### src/aacas_pkg.sv
// package: shared types, constants and the arctangent table of the arc stepper
package aacas_pkg;

   localparam int unsigned FULL_TURN = 5760;
   localparam int unsigned DEG45 = 184320;
   localparam int unsigned DEG90 = 368640;
   localparam int unsigned SQRT_STEPS = 28;
   localparam int unsigned CORDIC_STEPS = 18;
   localparam int unsigned ITER_W = 5;
   localparam int unsigned ANGLE_W = 19;
   localparam int unsigned ADJ_W = 21;
   localparam int unsigned Z_W = 22;

   localparam logic KIND_START = 1'b0;
   localparam logic KIND_ADVANCE = 1'b1;

   typedef enum logic [6:0] {
      ST_IDLE   = 7'b0000001,
      ST_START  = 7'b0000010,
      ST_MUL    = 7'b0000100,
      ST_SQRT   = 7'b0001000,
      ST_ANGLE  = 7'b0010000,
      ST_CORDIC = 7'b0100000,
      ST_EMIT   = 7'b1000000
   } state_type;

   // rounded arctangent of 2^-i in 1/4096 degree
   function automatic logic [Z_W-1:0] atan_entry(input logic [ITER_W-1:0] idx);
      logic [Z_W-1:0] v;
      case (idx)
         5'd0: v = 22'd184320;
         5'd1: v = 22'd108810;
         5'd2: v = 22'd57492;
         5'd3: v = 22'd29184;
         5'd4: v = 22'd14649;
         5'd5: v = 22'd7331;
         5'd6: v = 22'd3667;
         5'd7: v = 22'd1833;
         5'd8: v = 22'd917;
         5'd9: v = 22'd458;
         5'd10: v = 22'd229;
         5'd11: v = 22'd115;
         5'd12: v = 22'd57;
         5'd13: v = 22'd29;
         5'd14: v = 22'd14;
         5'd15: v = 22'd7;
         5'd16: v = 22'd4;
         5'd17: v = 22'd2;
         default: v = 22'd0;
      endcase
      return v;
   endfunction

endpackage

### src/antialiased_circle_arc_stepper.sv
// top level: wu-style anti-aliased circle arc stepper
//
//  channel | ports            | direction | moves
//  --------+------------------+-----------+----------------------------------
//  req     | req_valid/stall  | in        | start or advance beat
//  rsp     | rsp_valid/stall  | out       | pixel beat, up to 16 per advance
//
// a start beat passes through the start state and gives its single result beat
// an advance beat runs the bit-pair square root, then the cordic arctangent
// (skipped on the exact angles), then gives one result beat per cycle
// while the output does not stall
// req_stall stays high from acceptance until the last result beat is loaded
// into the output register; rsp_stall holds that register and stalls the start and emit states
// reset is synchronous, active high, and clears the walk state to zero except row_y
module antialiased_circle_arc_stepper (
   input  logic               clock,
   input  logic               reset,
   input  logic               req_valid,
   output logic               req_stall,
   input  logic               req_kind,
   input  logic signed [15:0] req_center_x,
   input  logic signed [15:0] req_center_y,
   input  logic [11:0]        req_radius,
   input  logic signed [13:0] req_start_angle,
   input  logic signed [13:0] req_sweep_angle,
   output logic               rsp_valid,
   input  logic               rsp_stall,
   output logic signed [15:0] rsp_pixel_x,
   output logic signed [15:0] rsp_pixel_y,
   output logic [7:0]         rsp_pen_weight,
   output logic               rsp_pixel_valid,
   output logic               rsp_last_of_step,
   output logic               rsp_arc_done
);

   // sequencer
   aacas_pkg::state_type state_ff, state_in;
   logic [aacas_pkg::ITER_W-1:0] iter_ff, iter_in;

   // walk state
   logic [11:0] step_x_ff, step_x_in;
   logic [11:0] step_y_ff, step_y_in;
   logic [11:0] row_y_ff, row_y_in;
   logic [15:0] prev_fraction_ff, prev_fraction_in;
   logic signed [15:0] saved_center_x_ff, saved_center_x_in;
   logic signed [15:0] saved_center_y_ff, saved_center_y_in;
   logic [11:0] saved_radius_ff, saved_radius_in;
   logic [23:0] radius_sq_ff, radius_sq_in;
   logic [12:0] range_low_ff, range_low_in;
   logic [12:0] range_high_ff, range_high_in;

   // square root unit
   logic [55:0] sq_op_ff, sq_op_in;
   logic [29:0] sq_rem_ff, sq_rem_in;
   logic [27:0] sq_root_ff, sq_root_in;

   // cordic unit
   logic signed [31:0] cx_ff, cx_in;
   logic signed [31:0] cy_ff, cy_in;
   logic signed [aacas_pkg::Z_W-1:0] z_ff, z_in;
   logic [aacas_pkg::ANGLE_W-1:0] angle_ff, angle_in;

   // row results
   logic [7:0] wt_ff, wt_in;
   logic [7:0] mask_ff, mask_in;
   logic       phase_ff, phase_in;
   logic       done_ff, done_in;

   // output register
   logic               rsp_valid_ff, rsp_valid_in;
   logic signed [15:0] rsp_x_ff, rsp_x_in;
   logic signed [15:0] rsp_y_ff, rsp_y_in;
   logic [7:0]         rsp_w_ff, rsp_w_in;
   logic               rsp_pv_ff, rsp_pv_in;
   logic               rsp_last_ff, rsp_last_in;
   logic               rsp_done_ff, rsp_done_in;

   logic req_take;
   logic out_free;

   // start-beat angle handling
   logic signed [14:0] end_a, end_b, end_lo, end_hi;

   // datapath temporaries
   logic [23:0] y_sq;
   logic [31:0] sq_temp, sq_trial;
   logic [15:0] frac_t;
   logic [11:0] x_new;
   logic [23:0] wt_full;
   logic signed [31:0] cx_sh, cy_sh;
   logic signed [aacas_pkg::Z_W-1:0] z_next;
   logic [aacas_pkg::ANGLE_W-1:0] angle_clamped;
   logic [aacas_pkg::ADJ_W-1:0] lo_q, hi_q;
   logic [aacas_pkg::ADJ_W-1:0] adj [8];
   logic [7:0] paint;
   logic [2:0] oct_sel;
   logic [7:0] mask_rest;
   logic signed [15:0] oct_px, oct_py;
   logic [aacas_pkg::ADJ_W-1:0] deg90_q;
   logic [aacas_pkg::ADJ_W-1:0] a_ext;

   // reduce one end of the arc into 0..FULL_TURN
   // an end spans -16384..16382, so at most two turns down or three up
   function automatic logic [12:0] wrap_angle(input logic signed [14:0] v);
      logic signed [14:0] t;
      t = v;
      if (t > 15'sd5760) begin
         t = t - 15'sd5760;
      end
      if (t > 15'sd5760) begin
         t = t - 15'sd5760;
      end
      if (t < 15'sd0) begin
         t = t + 15'sd5760;
      end
      if (t < 15'sd0) begin
         t = t + 15'sd5760;
      end
      if (t < 15'sd0) begin
         t = t + 15'sd5760;
      end
      return t[12:0];
   endfunction

   // arithmetic shift that truncates toward zero, like a signed division
   function automatic logic signed [31:0] shift_tz(input logic signed [31:0] v,
                                                   input logic [aacas_pkg::ITER_W-1:0] sh);
      logic signed [31:0] r;
      if (v < 0) begin
         r = -((-v) >>> sh);
      end else begin
         r = v >>> sh;
      end
      return r;
   endfunction

   assign req_take = req_valid && !req_stall;
   assign req_stall = (state_ff != aacas_pkg::ST_IDLE);
   assign out_free = !rsp_valid_ff || !rsp_stall;

   assign rsp_valid = rsp_valid_ff;
   assign rsp_pixel_x = rsp_x_ff;
   assign rsp_pixel_y = rsp_y_ff;
   assign rsp_pen_weight = rsp_w_ff;
   assign rsp_pixel_valid = rsp_pv_ff;
   assign rsp_last_of_step = rsp_last_ff;
   assign rsp_arc_done = rsp_done_ff;

   // arc ends in order
   always_comb begin
      end_a = 15'(req_start_angle);
      end_b = 15'(req_start_angle) + 15'(req_sweep_angle);
      if (end_a > end_b) begin
         end_lo = end_b;
         end_hi = end_a;
      end else begin
         end_lo = end_a;
         end_hi = end_b;
      end
   end

   // shared datapath pieces
   assign y_sq = step_y_ff * step_y_ff;
   assign sq_temp = {sq_rem_ff, sq_op_ff[55:54]};
   assign sq_trial = {2'b00, sq_root_ff, 2'b01};
   assign frac_t = 16'd0 - sq_root_ff[15:0];
   assign x_new = (frac_t < prev_fraction_ff) ? step_x_ff - 12'd1 : step_x_ff;
   assign wt_full = {frac_t, 8'd0} - {8'd0, frac_t} + 24'd32768;
   assign cx_sh = shift_tz(cx_ff, iter_ff);
   assign cy_sh = shift_tz(cy_ff, iter_ff);
   assign z_next = (cy_ff > 0) ? z_ff + aacas_pkg::atan_entry(iter_ff)
                               : z_ff - aacas_pkg::atan_entry(iter_ff);

   always_comb begin
      if (z_next < 0) begin
         angle_clamped = '0;
      end else if (z_next > aacas_pkg::Z_W'(aacas_pkg::DEG90)) begin
         angle_clamped = aacas_pkg::ANGLE_W'(aacas_pkg::DEG90);
      end else begin
         angle_clamped = z_next[aacas_pkg::ANGLE_W-1:0];
      end
   end

   // angle of each mirrored octant and the open range test
   assign deg90_q = aacas_pkg::ADJ_W'(aacas_pkg::DEG90);
   assign a_ext = aacas_pkg::ADJ_W'(angle_ff);
   assign lo_q = {range_low_ff, 8'd0};
   assign hi_q = {range_high_ff, 8'd0};

   always_comb begin
      adj[0] = a_ext;
      adj[1] = deg90_q - a_ext;
      adj[2] = deg90_q + a_ext;
      adj[3] = (deg90_q << 1) - a_ext;
      adj[4] = (deg90_q << 1) + a_ext;
      adj[5] = (deg90_q << 1) + deg90_q - a_ext;
      adj[6] = (deg90_q << 1) + deg90_q + a_ext;
      adj[7] = (deg90_q << 2) - a_ext;
      for (int i = 0; i < 8; i++) begin
         paint[i] = (adj[i] > lo_q) && (adj[i] < hi_q);
      end
   end

   // next painted octant and its point before the center offset
   always_comb begin
      logic signed [15:0] xs, ys;
      oct_sel = 3'd0;
      for (int i = 7; i >= 0; i--) begin
         if (mask_ff[i]) begin
            oct_sel = 3'(i);
         end
      end
      mask_rest = mask_ff & ~(8'd1 << oct_sel);
      xs = 16'($signed({4'd0, step_x_ff}));
      ys = 16'($signed({4'd0, row_y_ff}));
      case (oct_sel)
         3'd0: begin oct_px = xs; oct_py = ys; end
         3'd1: begin oct_px = ys; oct_py = xs; end
         3'd2: begin oct_px = -ys - 16'sd1; oct_py = xs; end
         3'd3: begin oct_px = -xs; oct_py = ys; end
         3'd4: begin oct_px = -xs; oct_py = -ys; end
         3'd5: begin oct_px = -ys - 16'sd1; oct_py = 16'sd1 - xs; end
         3'd6: begin oct_px = ys; oct_py = 16'sd1 - xs; end
         default: begin oct_px = xs; oct_py = -ys; end
      endcase
   end

   // sequencer and datapath
   always_comb begin
      logic flip, horiz;
      logic [7:0] w_pt, w_nb;
      state_in = state_ff;
      iter_in = iter_ff;
      step_x_in = step_x_ff;
      step_y_in = step_y_ff;
      row_y_in = row_y_ff;
      prev_fraction_in = prev_fraction_ff;
      saved_center_x_in = saved_center_x_ff;
      saved_center_y_in = saved_center_y_ff;
      saved_radius_in = saved_radius_ff;
      radius_sq_in = radius_sq_ff;
      range_low_in = range_low_ff;
      range_high_in = range_high_ff;
      sq_op_in = sq_op_ff;
      sq_rem_in = sq_rem_ff;
      sq_root_in = sq_root_ff;
      cx_in = cx_ff;
      cy_in = cy_ff;
      z_in = z_ff;
      angle_in = angle_ff;
      wt_in = wt_ff;
      mask_in = mask_ff;
      phase_in = phase_ff;
      done_in = done_ff;
      rsp_valid_in = rsp_valid_ff && rsp_stall;
      rsp_x_in = rsp_x_ff;
      rsp_y_in = rsp_y_ff;
      rsp_w_in = rsp_w_ff;
      rsp_pv_in = rsp_pv_ff;
      rsp_last_in = rsp_last_ff;
      rsp_done_in = rsp_done_ff;
      flip = (oct_sel >= 3'd3) && (oct_sel <= 3'd6);
      horiz = (oct_sel == 3'd1) || (oct_sel == 3'd2) || (oct_sel == 3'd5) ||
              (oct_sel == 3'd6);
      w_pt = flip ? wt_ff : 8'd255 - wt_ff;
      w_nb = flip ? 8'd255 - wt_ff : wt_ff;

      case (state_ff)
         aacas_pkg::ST_IDLE: begin
            if (req_take) begin
               if (req_kind == aacas_pkg::KIND_START) begin
                  saved_center_x_in = req_center_x;
                  saved_center_y_in = req_center_y;
                  saved_radius_in = req_radius;
                  radius_sq_in = req_radius * req_radius;
                  range_low_in = wrap_angle(end_lo);
                  range_high_in = wrap_angle(end_hi);
                  step_x_in = req_radius;
                  step_y_in = '0;
                  prev_fraction_in = '0;
                  state_in = aacas_pkg::ST_START;
               end else if (step_x_ff > step_y_ff) begin
                  state_in = aacas_pkg::ST_MUL;
               end else begin
                  // walk already finished: one empty beat
                  mask_in = '0;
                  done_in = 1'b1;
                  state_in = aacas_pkg::ST_EMIT;
               end
            end
         end
         aacas_pkg::ST_START: begin
            if (out_free) begin
               rsp_valid_in = 1'b1;
               rsp_pv_in = (range_low_ff == 13'd0) &&
                           (range_high_ff == 13'(aacas_pkg::FULL_TURN));
               rsp_x_in = rsp_pv_in ? saved_center_x_ff + 16'($signed({4'd0, saved_radius_ff}))
                                    : 16'sd0;
               rsp_y_in = rsp_pv_in ? saved_center_y_ff : 16'sd0;
               rsp_w_in = rsp_pv_in ? 8'd255 : 8'd0;
               rsp_last_in = 1'b1;
               rsp_done_in = (saved_radius_ff == 12'd0);
               state_in = aacas_pkg::ST_IDLE;
            end
         end
         aacas_pkg::ST_MUL: begin
            sq_op_in = {(radius_sq_ff > y_sq) ? radius_sq_ff - y_sq : 24'd0, 32'd0};
            sq_rem_in = '0;
            sq_root_in = '0;
            iter_in = '0;
            state_in = aacas_pkg::ST_SQRT;
         end
         aacas_pkg::ST_SQRT: begin
            // one root bit from each operand bit pair per cycle
            if (sq_temp >= sq_trial) begin
               sq_rem_in = 30'(sq_temp - sq_trial);
               sq_root_in = {sq_root_ff[26:0], 1'b1};
            end else begin
               sq_rem_in = sq_temp[29:0];
               sq_root_in = {sq_root_ff[26:0], 1'b0};
            end
            sq_op_in = {sq_op_ff[53:0], 2'b00};
            iter_in = iter_ff + 5'd1;
            if (iter_ff == aacas_pkg::ITER_W'(aacas_pkg::SQRT_STEPS - 1)) begin
               state_in = aacas_pkg::ST_ANGLE;
            end
         end
         aacas_pkg::ST_ANGLE: begin
            step_x_in = x_new;
            prev_fraction_in = frac_t;
            wt_in = wt_full[23:16];
            row_y_in = step_y_ff;
            cx_in = 32'($signed({4'd0, x_new, 16'd0}));
            cy_in = 32'($signed({4'd0, step_y_ff, 16'd0}));
            z_in = '0;
            iter_in = '0;
            if (step_y_ff == 12'd0) begin
               angle_in = '0;
               state_in = aacas_pkg::ST_CORDIC;
               iter_in = aacas_pkg::ITER_W'(aacas_pkg::CORDIC_STEPS);
            end else if (x_new == step_y_ff) begin
               angle_in = aacas_pkg::ANGLE_W'(aacas_pkg::DEG45);
               state_in = aacas_pkg::ST_CORDIC;
               iter_in = aacas_pkg::ITER_W'(aacas_pkg::CORDIC_STEPS);
            end else begin
               state_in = aacas_pkg::ST_CORDIC;
            end
         end
         aacas_pkg::ST_CORDIC: begin
            if (iter_ff == aacas_pkg::ITER_W'(aacas_pkg::CORDIC_STEPS)) begin
               // angle settled: pick the octants, close the row
               mask_in = paint;
               phase_in = 1'b0;
               step_y_in = step_y_ff + 12'd1;
               done_in = step_x_ff <= step_y_ff + 12'd1;
               state_in = aacas_pkg::ST_EMIT;
            end else begin
               if (cy_ff > 0) begin
                  cx_in = cx_ff + cy_sh;
                  cy_in = cy_ff - cx_sh;
               end else begin
                  cx_in = cx_ff - cy_sh;
                  cy_in = cy_ff + cx_sh;
               end
               z_in = z_next;
               iter_in = iter_ff + 5'd1;
               if (iter_ff == aacas_pkg::ITER_W'(aacas_pkg::CORDIC_STEPS - 1)) begin
                  angle_in = angle_clamped;
               end
            end
         end
         aacas_pkg::ST_EMIT: begin
            if (out_free) begin
               rsp_valid_in = 1'b1;
               rsp_done_in = done_ff;
               if (mask_ff == 8'd0) begin
                  rsp_pv_in = 1'b0;
                  rsp_x_in = '0;
                  rsp_y_in = '0;
                  rsp_w_in = '0;
                  rsp_last_in = 1'b1;
                  state_in = aacas_pkg::ST_IDLE;
               end else if (!phase_ff) begin
                  rsp_pv_in = 1'b1;
                  rsp_x_in = oct_px + saved_center_x_ff;
                  rsp_y_in = oct_py + saved_center_y_ff;
                  rsp_w_in = w_pt;
                  rsp_last_in = 1'b0;
                  phase_in = 1'b1;
               end else begin
                  // neighbor one below in y or one left in x
                  rsp_pv_in = 1'b1;
                  rsp_x_in = oct_px + saved_center_x_ff - (horiz ? 16'sd0 : 16'sd1);
                  rsp_y_in = oct_py + saved_center_y_ff - (horiz ? 16'sd1 : 16'sd0);
                  rsp_w_in = w_nb;
                  rsp_last_in = (mask_rest == 8'd0);
                  phase_in = 1'b0;
                  mask_in = mask_rest;
                  if (mask_rest == 8'd0) begin
                     state_in = aacas_pkg::ST_IDLE;
                  end
               end
            end
         end
         default: begin
            state_in = aacas_pkg::ST_IDLE;
         end
      endcase
   end

   always_ff @(posedge clock) begin
      if (reset) begin
         state_ff <= aacas_pkg::ST_IDLE;
         iter_ff <= '0;
         step_x_ff <= '0;
         step_y_ff <= '0;
         prev_fraction_ff <= '0;
         saved_center_x_ff <= '0;
         saved_center_y_ff <= '0;
         saved_radius_ff <= '0;
         radius_sq_ff <= '0;
         range_low_ff <= '0;
         range_high_ff <= '0;
         mask_ff <= '0;
         phase_ff <= 1'b0;
         done_ff <= 1'b0;
         rsp_valid_ff <= 1'b0;
      end else begin
         state_ff <= state_in;
         iter_ff <= iter_in;
         step_x_ff <= step_x_in;
         step_y_ff <= step_y_in;
         prev_fraction_ff <= prev_fraction_in;
         saved_center_x_ff <= saved_center_x_in;
         saved_center_y_ff <= saved_center_y_in;
         saved_radius_ff <= saved_radius_in;
         radius_sq_ff <= radius_sq_in;
         range_low_ff <= range_low_in;
         range_high_ff <= range_high_in;
         mask_ff <= mask_in;
         phase_ff <= phase_in;
         done_ff <= done_in;
         rsp_valid_ff <= rsp_valid_in;
      end
   end

   always_ff @(posedge clock) begin
      row_y_ff <= row_y_in;
      sq_op_ff <= sq_op_in;
      sq_rem_ff <= sq_rem_in;
      sq_root_ff <= sq_root_in;
      cx_ff <= cx_in;
      cy_ff <= cy_in;
      z_ff <= z_in;
      angle_ff <= angle_in;
      wt_ff <= wt_in;
      rsp_x_ff <= rsp_x_in;
      rsp_y_ff <= rsp_y_in;
      rsp_w_ff <= rsp_w_in;
      rsp_pv_ff <= rsp_pv_in;
      rsp_last_ff <= rsp_last_in;
      rsp_done_ff <= rsp_done_in;
   end

   // the walk never steps x beyond the latched radius
   assert property (@(posedge clock) disable iff (reset)
      step_x_ff <= saved_radius_ff)
      else $error("step_x above radius");

   // the root iteration count stays inside the square root pass
   assert property (@(posedge clock) disable iff (reset)
      (state_ff == aacas_pkg::ST_SQRT) |-> (iter_ff < 5'(aacas_pkg::SQRT_STEPS)))
      else $error("square root overran");

   // an empty row gives exactly one beat and then frees the input
   assert property (@(posedge clock) disable iff (reset)
      (state_ff == aacas_pkg::ST_EMIT && mask_ff == 8'd0 && out_free)
      |=> (state_ff == aacas_pkg::ST_IDLE && rsp_valid_ff && rsp_last_ff))
      else $error("empty row not closed");

endmodule
### config.mk
export PLATFORM = sky130hd
export DESIGN_NAME = antialiased_circle_arc_stepper
export DESIGN_NICKNAME = d
export VERILOG_FILES = /design/src/aacas_pkg.sv /design/src/antialiased_circle_arc_stepper.sv
export SDC_FILE = /design/constraint.sdc
export NUM_CORES = 2
export LEC_CHECK = 0
export BUFFER_PORTS_ARGS = -buffer_cell sky130_fd_sc_hd__buf_2
export CORE_ASPECT_RATIO = 0.75
export CORE_MARGIN = 2
export CORE_UTILIZATION = 30
export CTS_BUF_LIST = sky130_fd_sc_hd__clkbuf_8 sky130_fd_sc_hd__clkbuf_16
export CTS_CLUSTER_DIAMETER = 80
export DETAILED_ROUTE_END_ITERATION = 7
export SYNTH_ARGS = -nofsm -noshare
export SYNTH_HDL_FRONTEND = slang
export SYNTH_SLANG_ARGS = --single-unit
### constraint.sdc
create_clock -name clock -period 11 [get_ports clock]
set_input_delay 0 -clock clock [delete_from_list [all_inputs] [get_ports clock]]
set_output_delay 0 -clock clock [all_outputs]
set_load 0.005 [all_outputs]
# After elaboration in Yosys (flattened, before gate mapping)
# Memory sizes are Yosys's and may differ from the RTL's. A register that Yosys moved wholly into a read port is not among the register bits.
# Cells that the tools add are included.
[op_classes]
mul = 2
mux = 154
n_addsub = 46
shifts = 5
n_reduce_logical = 51
n_lt_le_gt_ge = 39
n_eq_ne = 34
div_mod_pow = 0
bitwise = 3
[op_table]
columns = ["cell", "n"]
rows = [
  ["2-to-1 mux 15 bit", 34],
  ["2-to-1 mux 16 bit", 12],
  ["2-to-1 mux 32 bit", 6],
  ["negator 32 bit", 4],
  ["one-hot mux 32 bit (2 select lines)", 2],
  [">>> shifter 32 x 5 -> 32 bit", 4],
  ["> comparator 21 bit", 6],
  ["< comparator 21 bit", 6],
  ["2-to-1 mux 19 bit", 6],
  ["2-to-1 mux 8 bit", 14],
  ["one-hot mux 56 bit (2 select lines)", 1],
  ["one-hot mux 16 bit (2 select lines)", 3],
  ["one-hot mux 16 bit (3 select lines)", 2],
  ["< comparator 15 x 1 -> 1 bit, second input constant", 6],
  ["2-to-1 mux 12 bit", 6],
  ["2-to-1 mux 7 bit", 10],
  ["adder 32 bit", 2],
  ["< comparator 32 x 1 -> 1 bit, second input constant", 2],
  ["subtractor 32 bit", 2],
  ["adder 15 x 14 -> 15 bit, second input constant", 4],
  ["> comparator 15 x 14 -> 1 bit, second input constant", 4],
  ["one-hot mux 30 bit (2 select lines)", 1],
  ["subtractor 15 x 14 -> 15 bit, second input constant", 4],
  ["one-hot mux 28 bit (2 select lines)", 1],
  ["93 further kinds", 192],
]
[word_totals]
latch_bits = 0
rom_bits = 1152
reg_bits = 439
ramBits = 0
output_inout_bits = 45
n_memories = 2
[memory_table]
columns = ["memory", "depth", "width", "read_ports", "rd_ports_with_merged_regs", "write_ports", "line", "rtl"]
rows = [
  ["(no name shown)", 32, 18, 1, 1, 0, "aacas_pkg.sv:30", "case (idx)"],
  ["(no name shown)", 32, 18, 1, 1, 0, "aacas_pkg.sv:30", ""],
]

# Longest topological paths before layout
[depth]
depth_word = 25
ltp_mapped = 40
mapped_depth_nobuf = 37

# Worst setup path after synthesis
# OpenSTA, ideal clock, no wires.
[synth_timing]
path_kind = "register to register"
startpoint = "register cy_ff[1]"
endpoint = "register cx_ff[31] (data pin)"
required_ps = 10734
stages_incl_launch_ff = 34
arrival_ps = 8257
slack_ps = 2477
synth_period_minus_slack_ps = 8523
n_path_buf = 2
cell_sequence = "edfxtp_1 -> inv_1 -> ha_1 -> or4b_1 -> buf_2 -> or4b_4 -> buf_6 -> nor4_1 -> nor2_1 -> mux4_2 -> mux4_2 -> or2_0 -> a21boi_4 -> nor4_1 -> nand2_1 -> xor2_1 -> a21oi_1 -> or4_1 -> or4_4 -> nand2_1 -> xor2_1 -> ha_1 -> nand3_1 -> a2111oi_0 -> nor2_1 -> a211oi_1 -> a41o_1 -> o211a_1 -> nor2_1 -> a211oi_1 -> a41o_1 -> o41ai_1 -> xnor3_1 -> nor2_1"
[synth_between]
elab_chain_cells = 8
[synth_lines]
columns = ["element", "line", "rtl"]
rows = [
  ["start, declared", "antialiased_circle_arc_stepper.sv:59", "logic signed [31:0] cy_ff, cy_in;"],
  ["start signal, assigned", "antialiased_circle_arc_stepper.sv:453", "cy_ff <= cy_in;"],
  ["negator 32 bit", "antialiased_circle_arc_stepper.sv:130", "r = -((-v) >>> sh);"],
  [">>> shifter 32 x 5 -> 32 bit", "antialiased_circle_arc_stepper.sv:130", ""],
  ["negator 32 bit", "antialiased_circle_arc_stepper.sv:130", ""],
  ["2-to-1 mux 32 bit", "antialiased_circle_arc_stepper.sv:129", "if (v < 0) begin"],
  ["subtractor 32 bit / adder 32 bit (equally long branches)", "antialiased_circle_arc_stepper.sv:362, antialiased_circle_arc_stepper.sv:359", ""],
  ["2-to-1 mux 32 bit (*)", "antialiased_circle_arc_stepper.sv:358", "if (cy_ff > 0) begin"],
  ["2-to-1 mux 32 bit (*)", "antialiased_circle_arc_stepper.sv:350", "if (iter_ff == aacas_pkg::ITER_W'(aacas_pkg::CORDIC_STEPS)) begin"],
  ["one-hot mux 32 bit (2 select lines) (*)", "antialiased_circle_arc_stepper.sv:268", "case (state_ff)"],
  ["end signal, assigned", "antialiased_circle_arc_stepper.sv:452", "cx_ff <= cx_in;"],
  ["end, declared", "antialiased_circle_arc_stepper.sv:58", "logic signed [31:0] cx_ff, cx_in;"],
]
# Mark *: on every way between the ends. The rest lies on a longest branch, timed or not. The select of a mux whose other input is x is not followed.
# A chain may end at the register's enable or synchronous reset.

# Worst setup path in the final report
[layout_timing]
startpoint = "register cx_ff[8]"
endpoint = "register cy_ff[31] (data pin)"
[layout_between]
elab_chain_cells = 8
[layout_lines]
columns = ["element", "line"]
rows = [
  ["negator 32 bit", "antialiased_circle_arc_stepper.sv:130"],
  [">>> shifter 32 x 5 -> 32 bit", "antialiased_circle_arc_stepper.sv:130"],
  ["negator 32 bit", "antialiased_circle_arc_stepper.sv:130"],
  ["2-to-1 mux 32 bit (*)", "antialiased_circle_arc_stepper.sv:129"],
  ["adder 32 bit / subtractor 32 bit (equally long branches)", "antialiased_circle_arc_stepper.sv:363, antialiased_circle_arc_stepper.sv:360"],
  ["2-to-1 mux 32 bit (*)", "antialiased_circle_arc_stepper.sv:358"],
  ["2-to-1 mux 32 bit (*)", "antialiased_circle_arc_stepper.sv:350"],
  ["one-hot mux 32 bit (2 select lines) (*)", "antialiased_circle_arc_stepper.sv:268"],
]
# Marks and branches as above.

==> results.py <==
metrics = {
    "die": {
        "die_w_um": 504,
        "num_rows": 137,
        "num_io_pins": 122,
        "start_util_pct": 30.2,
        "die-area_um2": 191000,
        "dieHeight_um": 379,
        "core_area_um2": 186000,
    },
    "final_layout": {
        "drive_gt1_share_pct": 7.38,
        "register_area_um2": 11000,
        "fin_area_um2": 61900,
        "area_delta_synth_final_pct": 10.1,
        "nets": 7896,
        "multi_input_area_um2": 42100,
        "nFillCells": 19600,
        "fin_util_pct": 33.3,
    },
    "sta": {
        "slew_viol_final": 0,
        "fin_setup_tns_ns": 0,
        "setup_ws_ns": 0.488,
        "post-route-period-util_pct": 95.6,
        "rsz0062_at_grt": "false",
        "period_needed_ns": 10.51,
        "worst-slew-pin-transition_ns": 1.25,
        "hold_viol": 0,
        "setup_viol": 0,
        "fin_skew_ns": 0.0583,
        "slew_headroom_pct": 16.7,
        "max_freq_mhz": 95.1,
    },
    "logic_synthesis": {
        "synth-seq-area-share_pct": 19.5,
        "synthesis.nets": 7950,
        "synth.most_common_cell": "nor2_1",
        "yosysWarnings": 0,
        "synth-edff-count": 250,
        "synth_top_area_share_pct": 13.3,
        "synthArstFlopShare_pct": 0,
        "synth_ff_type": "edfxtp_1",
        "yosysTopAreaCell": "edfxtp_1",
        "synth_area_um2": 56300,
        "synthTopCellsByArea": "edfxtp_1 13%, ha_1 12%, dfxtp_1 6.2%",
        "synthCells": 7155,
        "yosys-top-cells-count": "714 x nor2_1, 690 x nand2_1, 553 x ha_1",
        "ys_seq_elements": 423,
        "synth.avg_cell_area_um2": 7.86,
        "yosysUniqueCellTypes": 103,
    },
    "route": {
        "drt_wl_total_mm": 213,
        "detail_route.vias_per_cell": 5.77,
        "wire_per_inst_um": 22.1,
        "ant_nets": 0,
        "drt_iter0_drc": 6441,
        "drc": 0,
        "dr.pass1.iters": 7,
        "num_vias": 55700,
    },
    "global_route": {
        "grt_pass1_wl_mm": 324,
        "grt_usage_pct": 21.6,
        "antenna_found_initial": 13,
        "grt_max_degree": 121,
        "grt_overflow": 0,
        "grt_pass1_vias": 51600,
    },
    "power_and_ir_drop": {
        "power_mw": 9.10,
        "leakage_nw": 24.4,
        "power_per_cell_area_nw_per_um2": 147,
        "ir_drop_uv": 155,
    },
    "critical_path": {
        "required_ns": 11.41,
        "cpMaxStageDelayCell": "o21ai_0",
        "worstSetupPathType": "flop to flop",
        "crit_path_start": "cx_ff[8]",
        "startpoint_type": "flop",
        "crit_path_max_fanout": 11,
        "cpMostUsedCell": "o211ai_1",
        "rr_startpoint": "cx_ff[8]",
        "crit_path_end_kind": "flop",
        "arrival_ns": 10.92,
        "max_stage_delay_ns": 0.81,
    },
    "cts": {
        "cts_tree": "done",
        "cts_max_path_buffers": 3,
        "h-tree-depth": 2,
        "worstSkewPairLatency_ns": 0.70,
        "cts_buffers": 52,
        "path_clk_slew_ns": 0.07,
        "cts-root-buf": "clkbuf_16",
        "clock_sinks": 423,
    },
    "place": {
        "post-dp-hpwl_mm": 165,
        "io_buffers": 121,
        "gp_congestion": 1.01,
        "place_area_um2": 59500,
        "pre_cts_ws_ns": 0.902,
    },
    "worst_hold_path": {
        "hp-start": "req_sweep_angle[1]",
        "hold_class": "input pin to flop",
    },
    "flow_run": {
        "cap_violations": 0,
    },
    "run_status": {
        "status": "finished clean",
    },
}
[sequential cells by signal, summed over array words and instances, names as in the netlist, 16 cells and up, named ones only]
| register | cells |
|---|---|
| saved_center_x_ff | 16 |
| rsp_pixel_y | 16 |
| sq_op_ff | 24 |
| cy_ff | 32 |
| z_ff | 22 |
| cx_ff | 32 |
| saved_center_y_ff | 16 |
| rsp_pixel_x | 16 |
| angle_ff | 19 |
| sq_root_ff | 28 |
| sq_rem_ff | 30 |
| prev_fraction_ff | 16 |
| radius_sq_ff | 22 |
[area by class of cell]
type                            count  share of cell area [%]
Tap cell                         2502                    5.05
Inverter                          470                    2.85
Timing Repair Buffer              279                    3.20
Clock inverter                     41                   0.834
Sequential cell                   423                    17.7
Antenna cell                        5                  0.0202
Multi-Input combinational cell   5875                    68.0
Clock buffer                       57                    2.27
[kinds of logic after synthesis]
logic type      Yosys count  share of synthesized area, %
mux                     228                          5.16
xor+xnor                480                          7.67
buf+inv                 857                          5.78
compound gates         1911                          22.0
flops                   423                          19.5
simple gates           2538                          21.7
fa+ha+maj               718                          18.2
[final timing paths]
path / endpoint / slack [ns] / depth (start not counted)
setup / recovery: cy_ff[31] / 0.49 / 29
hold / removal: range_high_ff[1] / 0.05 / 4
setup reg to reg: cy_ff[31] / 0.49 / 29
hold reg to reg: radius_sq_ff[7] / 0.46 / 2
[cell usage in the layout (no fill, tap or decap), drive strengths merged, types with 46 or more instances in the layout]
master,count
edfxtp,250
ha,553
nor2b,66
buf,226
mux2i,138
and3,46
dlygate4sd3,53
inv,477
xnor2,346
xor2,126
clkbuf,57
o21a,68
o31ai,58
nor4,106
a21oi,538
nand2,690
o21ai,414
dfxtp,173
a21o,107
or3,70
nor3,211
nand2b,86
and2,107
nor2,714
or2,52
o211ai,63
a211oi,111
fa,165
nand4,77
nand3,178
a31oi,77
[repair_timing]
item	in CTS	in global routing
endpoints found under the setup margin	0	1
hold buffers	53	0
endpoints found under the hold margin	90	0
setup buffers	0	0
resized for setup	0	1
[critical path: cells and delay by family (launching register included)]
| kind | cells | cell delay (ns) |
|---|---|---|
| compound gates | 14 | 4.45 |
| simple gates | 10 | 3.65 |
| fa+ha+maj | 2 | 0.71 |
| flops | 1 | 0.55 |
| mux | 1 | 0.46 |
| xor+xnor | 2 | 0.38 |
[report_power, final]
part,internal (mW),leakage (nW),switching [mW]
Sequential,1.88,3.57,0.168
Clock,1.13,0.958,0.819
Combinational,1.95,19.9,3.16
Total,4.96,24.4,4.14
[through the flow]
step	hold WS [ns]	cells
final	0.0521	9652
after global routing	0.00679	9651
after CTS	0.0195	9647
after detailed placement	0.251	9496
after global placement	0.244	9496
after floorplan	0.119	7155
[routing by layer]
metal,global-route usage (%),part of all wire [%],wire [µm]
met5,0,0.0052,11
met4,5.00,2.5,5330
met3,5.35,11,23700
met2,30.1,39,83200
met1,32.6,47,101000
No activity file was read; power rests on OpenSTA's default activity.
